--- config.mk ---
export PLATFORM = sky130hd
export DESIGN_NAME = stable_priority_queue_flat
export DESIGN_NICKNAME = d
export VERILOG_FILES = /design/src/hw/rtl/spq_pkg.sv /design/src/hw/rtl/spq_if.sv /design/src/hw/rtl/stable_priority_queue.sv /design/src/hw/rtl/spq_ctrl.sv /design/src/hw/rtl/spq_datapath.sv /design/src/flat_wrapper.sv
export SDC_FILE = /design/constraint.sdc
export NUM_CORES = 2
export LEC_CHECK = 0
export BUFFER_PORTS_ARGS = -buffer_cell sky130_fd_sc_hd__buf_2
export CAP_MARGIN = 20
export CORE_MARGIN = 10
export CORE_UTILIZATION = 24
export DETAILED_ROUTE_END_ITERATION = 10
export GPL_ROUTABILITY_DRIVEN = 0
export MAX_ROUTING_LAYER = met4
export PLACE_DENSITY_LB_ADDON = 0.15
export SLEW_MARGIN = 15
export SYNTH_ARGS = -nofsm -noshare
export SYNTH_HDL_FRONTEND = slang
export SYNTH_SLANG_ARGS = --single-unit
export TNS_END_PERCENT = 20
--- constraint.sdc ---
create_clock -name clk -period 10.5 [get_ports clk]
set_clock_uncertainty 0.2 [all_clocks]
set_input_delay 1.05 -clock clk [delete_from_list [all_inputs] [get_ports clk]]
set_output_delay 1.05 -clock clk [all_outputs]
set_load 0.03 [all_outputs]
--- src/hw/rtl/spq_pkg.sv ---
// package: widths, request and status codes, types for the priority queue
package spq_pkg;

    localparam int QUEUE_DEPTH = 16;
    localparam int OCC_W       = $clog2(QUEUE_DEPTH + 1);

    localparam int REQ_W    = 2;
    localparam int PRIO_W   = 16;
    localparam int HANDLE_W = 32;
    localparam int STAT_W   = 2;
    localparam int COUNT_W  = 5;

    localparam logic [REQ_W-1:0] REQ_INSERT = 2'd0;
    localparam logic [REQ_W-1:0] REQ_POP    = 2'd1;
    localparam logic [REQ_W-1:0] REQ_REMOVE = 2'd2;

    localparam logic [STAT_W-1:0] STAT_OK       = 2'd0;
    localparam logic [STAT_W-1:0] STAT_FULL     = 2'd1;
    localparam logic [STAT_W-1:0] STAT_EMPTY    = 2'd2;
    localparam logic [STAT_W-1:0] STAT_NOTFOUND = 2'd3;

    typedef logic signed [PRIO_W-1:0] prio_t;
    typedef logic [HANDLE_W-1:0]      handle_t;
    typedef logic [OCC_W-1:0]         occ_t;

    typedef enum logic {
        ST_IDLE,
        ST_EXEC
    } ctl_state_t;

    typedef struct packed {
        logic capture;
        logic execute;
    } ctl_cmd_t;

endpackage

--- src/hw/rtl/spq_if.sv ---
// request and response channel interfaces
interface spq_req_if;
    import spq_pkg::*;

    logic                valid;
    logic                ready;
    logic [REQ_W-1:0]    req_type;
    logic signed [PRIO_W-1:0] item_priority;
    logic [HANDLE_W-1:0] item_handle;

    modport source (output valid, output req_type, output item_priority,
                    output item_handle, input ready);
    modport sink   (input valid, input req_type, input item_priority,
                    input item_handle, output ready);
endinterface

interface spq_rsp_if;
    import spq_pkg::*;

    logic                valid;
    logic                ready;
    logic [STAT_W-1:0]   status;
    logic                head_valid;
    logic signed [PRIO_W-1:0] head_priority;
    logic [HANDLE_W-1:0] head_handle;
    logic [COUNT_W-1:0]  entry_count;

    modport source (output valid, output status, output head_valid,
                    output head_priority, output head_handle,
                    output entry_count, input ready);
    modport sink   (input valid, input status, input head_valid,
                    input head_priority, input head_handle,
                    input entry_count, output ready);
endinterface

--- src/hw/rtl/stable_priority_queue.sv ---
// top level: bounded stable priority queue of handles
//
//  channel  dir  payload                                               handshake
//  req      in   req_type, item_priority, item_handle                  valid/ready
//  rsp      out  status, head_valid, head_priority, head_handle,
//                entry_count                                            valid/ready
//
// each request word is first captured, then executed: all slots compare in parallel
// and the slot row shifts; the response register then holds it.
// a new request is taken while the previous response is being taken (rsp.ready high).
// rst_n (async, active low) empties the queue; slot contents are not cleared.
// a stalled response holds the block: no request is taken until it leaves.
module stable_priority_queue (
    input  logic   clk,
    input  logic   rst_n,
    spq_req_if.sink   req,
    spq_rsp_if.source rsp
);
    import spq_pkg::*;

    ctl_cmd_t cmd;

    spq_ctrl u_ctrl (
        .clk       (clk),
        .rst_n     (rst_n),
        .req_valid (req.valid),
        .req_ready (req.ready),
        .rsp_valid (rsp.valid),
        .rsp_ready (rsp.ready),
        .cmd       (cmd)
    );

    spq_datapath u_datapath (
        .clk           (clk),
        .rst_n         (rst_n),
        .cmd           (cmd),
        .req_type      (req.req_type),
        .item_priority (req.item_priority),
        .item_handle   (req.item_handle),
        .status        (rsp.status),
        .head_valid    (rsp.head_valid),
        .head_priority (rsp.head_priority),
        .head_handle   (rsp.head_handle),
        .entry_count   (rsp.entry_count)
    );

endmodule

--- src/hw/rtl/spq_ctrl.sv ---
// controller: request/response handshake and two-state sequencer
module spq_ctrl (
    input  logic              clk,
    input  logic              rst_n,
    input  logic              req_valid,
    output logic              req_ready,
    output logic              rsp_valid,
    input  logic              rsp_ready,
    output spq_pkg::ctl_cmd_t cmd
);
    import spq_pkg::*;

    ctl_state_t state_reg;
    ctl_state_t state_next;
    logic       rsp_valid_reg;
    logic       rsp_valid_next;

    always_comb
    begin
        state_next = state_reg;
        unique case (state_reg)
            ST_IDLE:
            begin
                if (cmd.capture)
                begin
                    state_next = ST_EXEC;
                end
            end
            ST_EXEC:
            begin
                state_next = ST_IDLE;
            end
            default:
            begin
                state_next = ST_IDLE;
            end
        endcase
    end

    always_comb
    begin
        req_ready   = 1'b0;
        cmd.capture = 1'b0;
        cmd.execute = 1'b0;
        unique case (state_reg)
            ST_IDLE:
            begin
                // the response word in flight may leave on this same edge
                req_ready   = !rsp_valid_reg || rsp_ready;
                cmd.capture = req_ready && req_valid;
            end
            ST_EXEC:
            begin
                cmd.execute = 1'b1;
            end
            default:
            begin
                req_ready = 1'b0;
            end
        endcase
    end

    always_comb
    begin
        if (cmd.execute)
        begin
            rsp_valid_next = 1'b1;
        end
        else if (rsp_ready)
        begin
            rsp_valid_next = 1'b0;
        end
        else
        begin
            rsp_valid_next = rsp_valid_reg;
        end
    end

    assign rsp_valid = rsp_valid_reg;

    always_ff @(posedge clk or negedge rst_n)
    begin
        if (!rst_n)
        begin
            state_reg     <= ST_IDLE;
            rsp_valid_reg <= 1'b0;
        end
        else
        begin
            state_reg     <= state_next;
            rsp_valid_reg <= rsp_valid_next;
        end
    end

endmodule

--- src/hw/rtl/spq_datapath.sv ---
// datapath: sorted slot row, per-slot compare, shift insert/delete, response register
module spq_datapath (
    input  logic                          clk,
    input  logic                          rst_n,
    input  spq_pkg::ctl_cmd_t             cmd,
    input  logic [spq_pkg::REQ_W-1:0]     req_type,
    input  spq_pkg::prio_t                item_priority,
    input  spq_pkg::handle_t              item_handle,
    output logic [spq_pkg::STAT_W-1:0]    status,
    output logic                          head_valid,
    output spq_pkg::prio_t                head_priority,
    output spq_pkg::handle_t              head_handle,
    output logic [spq_pkg::COUNT_W-1:0]   entry_count
);
    import spq_pkg::*;

    // captured request
    logic [REQ_W-1:0] req_type_reg;
    prio_t            req_prio_reg;
    handle_t          req_handle_reg;

    // slot row, slot 0 is the head
    prio_t   slot_prio_reg   [QUEUE_DEPTH];
    handle_t slot_handle_reg [QUEUE_DEPTH];
    prio_t   slot_prio_next  [QUEUE_DEPTH];
    handle_t slot_handle_next[QUEUE_DEPTH];
    occ_t    occ_reg;
    occ_t    occ_next;

    logic [QUEUE_DEPTH-1:0] slot_valid;
    logic [QUEUE_DEPTH-1:0] prio_le;
    logic [QUEUE_DEPTH-1:0] handle_hit;
    logic [QUEUE_DEPTH-1:0] first_hit_mask;
    logic [QUEUE_DEPTH-1:0] drop_mask;
    logic                   do_insert;
    logic                   do_drop;
    logic [STAT_W-1:0]      status_next;
    logic [31:0]            occ_ext;

    logic [STAT_W-1:0]  status_reg;
    logic               head_valid_reg;
    prio_t              head_prio_reg;
    handle_t            head_handle_reg;
    logic [COUNT_W-1:0] count_reg;

    always_comb
    begin
        for (int i = 0; i < QUEUE_DEPTH; i++)
        begin
            slot_valid[i] = OCC_W'(i) < occ_reg;
            prio_le[i]    = slot_valid[i] && (slot_prio_reg[i] <= req_prio_reg);
            handle_hit[i] = slot_valid[i] && (slot_handle_reg[i] == req_handle_reg);
        end
        // every slot at or after the first matching handle moves up one
        first_hit_mask[0] = handle_hit[0];
        for (int i = 1; i < QUEUE_DEPTH; i++)
        begin
            first_hit_mask[i] = first_hit_mask[i-1] | handle_hit[i];
        end
    end

    always_comb
    begin
        do_insert   = 1'b0;
        do_drop     = 1'b0;
        drop_mask   = '0;
        occ_next    = occ_reg;
        status_next = STAT_OK;
        unique case (req_type_reg)
            REQ_INSERT:
            begin
                if (occ_reg == OCC_W'(QUEUE_DEPTH))
                begin
                    status_next = STAT_FULL;
                end
                else
                begin
                    do_insert = 1'b1;
                    occ_next  = occ_reg + 1'b1;
                end
            end
            REQ_POP:
            begin
                if (occ_reg == '0)
                begin
                    status_next = STAT_EMPTY;
                end
                else
                begin
                    do_drop   = 1'b1;
                    drop_mask = '1;
                    occ_next  = occ_reg - 1'b1;
                end
            end
            REQ_REMOVE:
            begin
                if (handle_hit == '0)
                begin
                    status_next = STAT_NOTFOUND;
                end
                else
                begin
                    do_drop   = 1'b1;
                    drop_mask = first_hit_mask;
                    occ_next  = occ_reg - 1'b1;
                end
            end
            default:
            begin
                status_next = STAT_OK;
            end
        endcase
    end

    always_comb
    begin
        for (int i = 0; i < QUEUE_DEPTH; i++)
        begin
            slot_prio_next[i]   = slot_prio_reg[i];
            slot_handle_next[i] = slot_handle_reg[i];
        end
        // head slot
        if (do_insert && !prio_le[0])
        begin
            slot_prio_next[0]   = req_prio_reg;
            slot_handle_next[0] = req_handle_reg;
        end
        else if (do_drop && drop_mask[0])
        begin
            slot_prio_next[0]   = slot_prio_reg[1];
            slot_handle_next[0] = slot_handle_reg[1];
        end
        // insert: slots after the last entry with priority <= new shift down
        for (int i = 1; i < QUEUE_DEPTH; i++)
        begin
            if (do_insert && !prio_le[i])
            begin
                if (prio_le[i-1])
                begin
                    slot_prio_next[i]   = req_prio_reg;
                    slot_handle_next[i] = req_handle_reg;
                end
                else
                begin
                    slot_prio_next[i]   = slot_prio_reg[i-1];
                    slot_handle_next[i] = slot_handle_reg[i-1];
                end
            end
        end
        for (int i = 1; i < QUEUE_DEPTH - 1; i++)
        begin
            if (do_drop && drop_mask[i])
            begin
                slot_prio_next[i]   = slot_prio_reg[i+1];
                slot_handle_next[i] = slot_handle_reg[i+1];
            end
        end
    end

    assign occ_ext = 32'(occ_next);

    always_ff @(posedge clk)
    begin
        if (cmd.capture)
        begin
            req_type_reg   <= req_type;
            req_prio_reg   <= item_priority;
            req_handle_reg <= item_handle;
        end
        if (cmd.execute)
        begin
            for (int i = 0; i < QUEUE_DEPTH; i++)
            begin
                slot_prio_reg[i]   <= slot_prio_next[i];
                slot_handle_reg[i] <= slot_handle_next[i];
            end
            status_reg     <= status_next;
            head_valid_reg <= occ_next != '0;
            head_prio_reg  <= (occ_next != '0) ? slot_prio_next[0] : '0;
            head_handle_reg <= (occ_next != '0) ? slot_handle_next[0] : '0;
            count_reg      <= occ_ext[COUNT_W-1:0];
        end
    end

    always_ff @(posedge clk or negedge rst_n)
    begin
        if (!rst_n)
        begin
            occ_reg <= '0;
        end
        else if (cmd.execute)
        begin
            occ_reg <= occ_next;
        end
    end

    assign status        = status_reg;
    assign head_valid    = head_valid_reg;
    assign head_priority = head_prio_reg;
    assign head_handle   = head_handle_reg;
    assign entry_count   = count_reg;

endmodule

--- src/flat_wrapper.sv ---
// flat-port wrapper written by rule: the top's interface ports become plain ports
module stable_priority_queue_flat import spq_pkg::*;
  (clk, rst_n, req_valid, req_req_type, req_item_priority, req_item_handle, req_ready, rsp_valid, rsp_status, rsp_head_valid, rsp_head_priority, rsp_head_handle, rsp_entry_count, rsp_ready);
  spq_req_if req_i ();
  spq_rsp_if rsp_i ();
  input  logic clk;
  input  logic rst_n;
  input wire logic [$bits(req_i.valid)-1:0] req_valid;
  input wire logic [$bits(req_i.req_type)-1:0] req_req_type;
  input wire logic [$bits(req_i.item_priority)-1:0] req_item_priority;
  input wire logic [$bits(req_i.item_handle)-1:0] req_item_handle;
  output wire logic [$bits(req_i.ready)-1:0] req_ready;
  output wire logic [$bits(rsp_i.valid)-1:0] rsp_valid;
  output wire logic [$bits(rsp_i.status)-1:0] rsp_status;
  output wire logic [$bits(rsp_i.head_valid)-1:0] rsp_head_valid;
  output wire logic [$bits(rsp_i.head_priority)-1:0] rsp_head_priority;
  output wire logic [$bits(rsp_i.head_handle)-1:0] rsp_head_handle;
  output wire logic [$bits(rsp_i.entry_count)-1:0] rsp_entry_count;
  input wire logic [$bits(rsp_i.ready)-1:0] rsp_ready;
  assign req_i.valid = req_valid;
  assign req_i.req_type = req_req_type;
  assign req_i.item_priority = req_item_priority;
  assign req_i.item_handle = req_item_handle;
  assign req_ready = req_i.ready;
  assign rsp_valid = rsp_i.valid;
  assign rsp_status = rsp_i.status;
  assign rsp_head_valid = rsp_i.head_valid;
  assign rsp_head_priority = rsp_i.head_priority;
  assign rsp_head_handle = rsp_i.head_handle;
  assign rsp_entry_count = rsp_i.entry_count;
  assign rsp_i.ready = rsp_ready;
  stable_priority_queue u_core (.clk(clk), .rst_n(rst_n), .req(req_i), .rsp(rsp_i));
endmodule
==> summary.txt <==
Outcome
  • Run status: finished, final reports clean

STA
  • Worst-Margin Slew: 1.088 ns
  • Final TNS setup: 0 ns
  • Final period utilization: 58.44%
  • Setup Viol. Count Final: 0
  • Relative max-transition margin: 27.46%
  • Min Tclk post-route: 6.137 ns
  • Endpoints failing hold: 0
  • RSZ-0062 raised after global routing: no
  • Fin. max-slew vios: 0
  • Min Hold Slack: 0.2830 ns
  • Max frequency: 163.0 MHz

Worst setup path
  • CP max stage delay: 0.72 ns
  • Cell mode on critical path: buf_4
  • R2R Setup Slk: 4.36 ns
  • Critical path arrival: 6.31 ns
  • Slowest-stage cell, CP: dfrtp_1
  • Crit. Startpoint: u_core.u_datapath.occ_reg[1]$_DFFE_PN0P_
  • CP required: 10.67 ns
  • Kind of critical path: flip-flop to flip-flop
  • Crit-path max FO: 48
  • CP Cell Sequence: inv_1, ha_1, o21ai_0, buf_4, nand3_1, or4_1, nand4_2, o41ai_2, nand2_1, nand2_1, a21oi_4, buf_4, o21a_2, buf_4
  • FF-to-FF path depth: 14
  • Reg2reg start: u_core.u_datapath.occ_reg[1]$_DFFE_PN0P_
  • Crit path to: u_core.u_datapath.slot_handle_reg[1][41]$_DFFE_PP_
  • Startpoint types: flip-flop
  • Critical R2R Capture: u_core.u_datapath.slot_handle_reg[1][41]$_DFFE_PP_
  • CP Capture Type: flip-flop

Final layout
  • Register Area: 26420 um2
  • Final Non-Filler Cells: 8510
  • Multi-input logic area: 28900 um2
  • Post-layout nets: 5583
  • Share of layout cells above drive strength 1: 16.76%
  • Most frequent cells in the layout: edfxtp_1, nor2_1, mux2_2, xor2_1, a21oi_1
  • Max reg flops: 512
  • Post-layout instance area: 64790 um2
  • Area growth syn-to-layout: 13.51%
  • Fill count: 24680
  • Most common cell after layout, fill and taps aside: edfxtp_1

Global routing
  • Number of global-route vias before repair: 42460
  • GRT Total Usage: 17.31%
  • Largest net degree at the start of global routing: 97
  • First-pass GRT wire length: 323100 um
  • Initial antenna violation count: 10
  • Remaining global-route overflow: 0

Synthesis
  • XOR/XNOR Fraction of Synth Area: 7.856%
  • Post-Synthesis Cell Area: 57080 um2
  • Largest family of logic cells by synthesized area: multiplexers
  • Fraction of the yosys area taken by sequential cells: 46.28%
  • Mux contribution to synthesized area: 14.19%
  • Synth warn: 0
  • Syn_nets: 5654
  • Post-synthesis compound-gate area fraction: 10.78%
  • Syn_area_per_cell: 10.70 um2
  • Netlist cell types: 82
  • Synth Area in Adders: 5.786%
  • Syn Inst Count: 5336
  • Simple-gate share of the synthesized area: 11.23%
  • EDFF count, synth: 874
  • Yosys reg bits: 881
  • Synth Flop Type: edfxtp_1
  • Post-synth ARST share: 0.7946%

Pwr
  • Cell area power density: 181.9 nW/um2
  • Total power: 11780 uW
  • Seq pwr share: 39.5%
  • Sw Ratio: 33.36%
  • Design internal power: 7852 uW
  • Static leakage: 0.02319 uW
  • Switching power: 3931 uW
  • Clock network fraction of total power: 33.4%
  • Logic pwr share: 27.1%
  • Maximum VDD drop: 0.1287 mV

Drt
  • Routed vias: 41950
  • DRT iter0 DRCs: 3057
  • Via-to-Cell Ratio: 4.929
  • Total routed wirelength: 226100 um
  • Final antenna-violating net count: 0
  • First drt pass iteration count: 6
  • Wire per inst: 26.57 um
  • # DRC: 0

CTS
  • Worst-skew pair later-pin latency: 0.74 ns
  • Clk buf depth: 3
  • CTS tree: done
  • Clock Root Buffer: clkbuf_16
  • CTS buffer count: 110
  • Total clock sinks: 881
  • Post_cts resized: 0
  • Htree depth: 3
  • Clock slew seen by the registers of the worst setup and hold paths: 0.06 ns

Placement
  • HPWL Detailed: 169300 um
  • Placed cell areas: 61140 um2
  • Cells after DPL: 8301
  • Port Buffers: 111

Floorplanning
  • Io pins: 112
  • Die area: 257800 um2
  • Die Span Y: 507.7 um
  • Starting Density: 24.20%
  • Row count: 178
  • Die W: 507.7 um
  • Core box area: 235900 um2

Worst hold path
  • Hold WC Path Type: input port to flip-flop

Run
  • Max Cap Viol: 0
[power by group through the flow]
stage / Clock (uW) / Combinational [uW] / Sequential [uW]
2_1_floorplan: 0 / 2170 / 4620
3_5_place_dp: 0 / 3200 / 4720
5_1_grt: 4170 / 3460 / 4670
6_report: 3930 / 3200 / 4650
4_1_cts: 4040 / 3220 / 4650
3_3_place_gp: 0 / 3170 / 4730
[what timing repair did]
item	4_1_cts	5_1_grt
hold buffers	1	0
hold endpoints to repair	7	0
buffers inserted	0	0
endpoints found under the setup margin	0	0
[per-layer routing]
layer	track usage, %	share of wire (%)
met5	-	0
met4	5.627	3.5
met3	1.653	3.7
met2	28.33	48
met1	22.50	45
[stage by stage]
| step | worst slack, ns | utilization (%) |
|---|---|---|
| 6_report | 4.363 | 27.47 |
| 5_1_grt | 4.072 | 27.47 |
| 4_1_cts | 4.236 | 27.45 |
| 3_5_place_dp | 4.286 | 25.92 |
| 3_3_place_gp | 4.238 | 25.91 |
| 2_1_floorplan | 3.222 | - |
[critical path, delay by kind of cell (launching register included)]
family,cells,cell delay (ns)
buffers and inverters,4,1.63
AOI/OAI and AO/OA,4,1.49
and+or+nand+nor,5,1.36
adders and majority gates,1,0.27
DFF,1,0.72
[logic make-up after synthesis]
logic type / after synthesis
simple gates: 1402
compound gates: 1021
flops: 881
mux: 758
xor+xnor: 512
buf+inv: 498
fa+ha+maj: 264
[area by class of cell]
| class | instances | area share, % |
|---|---|---|
| diodes | 8 | 0.03090 |
| multi-input cells | 3957 | 44.60 |
| well taps | 3150 | 6.083 |
| clock buffers | 150 | 4.685 |
| flip-flops and latches | 881 | 40.78 |
| clock inverters | 49 | 0.8709 |
| inverters | 58 | 0.3360 |
| repair buffers | 257 | 2.611 |
[synth_stat cells, types with 40 or more instances]
cell type / n / area (um2)
nand4_1: 112 / 700.7
ha_1: 264 / 3303
mux2_2: 403 / 4538
mux2i_1: 346 / 3463
o21a_1: 40 / 300.3
xnor2_1: 135 / 1182
buf_2: 102 / 510.5
a21oi_1: 367 / 1837
clkbuf_1: 261 / 979.7
a211oi_1: 42 / 315.3
nor4_1: 125 / 782.0
o21ai_0: 170 / 850.8
xor2_1: 377 / 3302
a21o_1: 42 / 315.3
edfxtp_1: 874 / 26250
nand2_1: 337 / 1265
nor3_1: 40 / 200.2
a31oi_1: 194 / 1214
o211ai_1: 101 / 758.2
nand3_1: 98 / 490.5
inv_1: 56 / 210.2
nor2_1: 582 / 2185
[how the worst min path moves through the flow]
stage	start	cells past startpoint	slack [ns]	end
floorplan	u_core.u_datapath.slot_prio_reg[1][116]$_DFFE_PP_	1	0.33	u_core.u_datapath.slot_prio_reg[1][100]$_DFFE_PP_
global placement	u_core.u_ctrl.rsp_valid$_DFFE_PN0P_	2	0.31	u_core.u_ctrl.rsp_valid$_DFFE_PN0P_
detailed placement	u_core.u_ctrl.rsp_valid$_DFFE_PN0P_	2	0.32	u_core.u_ctrl.rsp_valid$_DFFE_PN0P_
CTS	req_item_handle[31]	1	0.22	u_core.u_datapath.req_handle_reg[31]$_DFFE_PP_
global route	req_item_priority[1]	1	0.25	u_core.u_datapath.req_prio_reg[1]$_DFFE_PP_
finish	req_item_handle[21]	1	0.28	u_core.u_datapath.req_handle_reg[21]$_DFFE_PP_
Note: power is estimated with default switching activity, not from simulation.
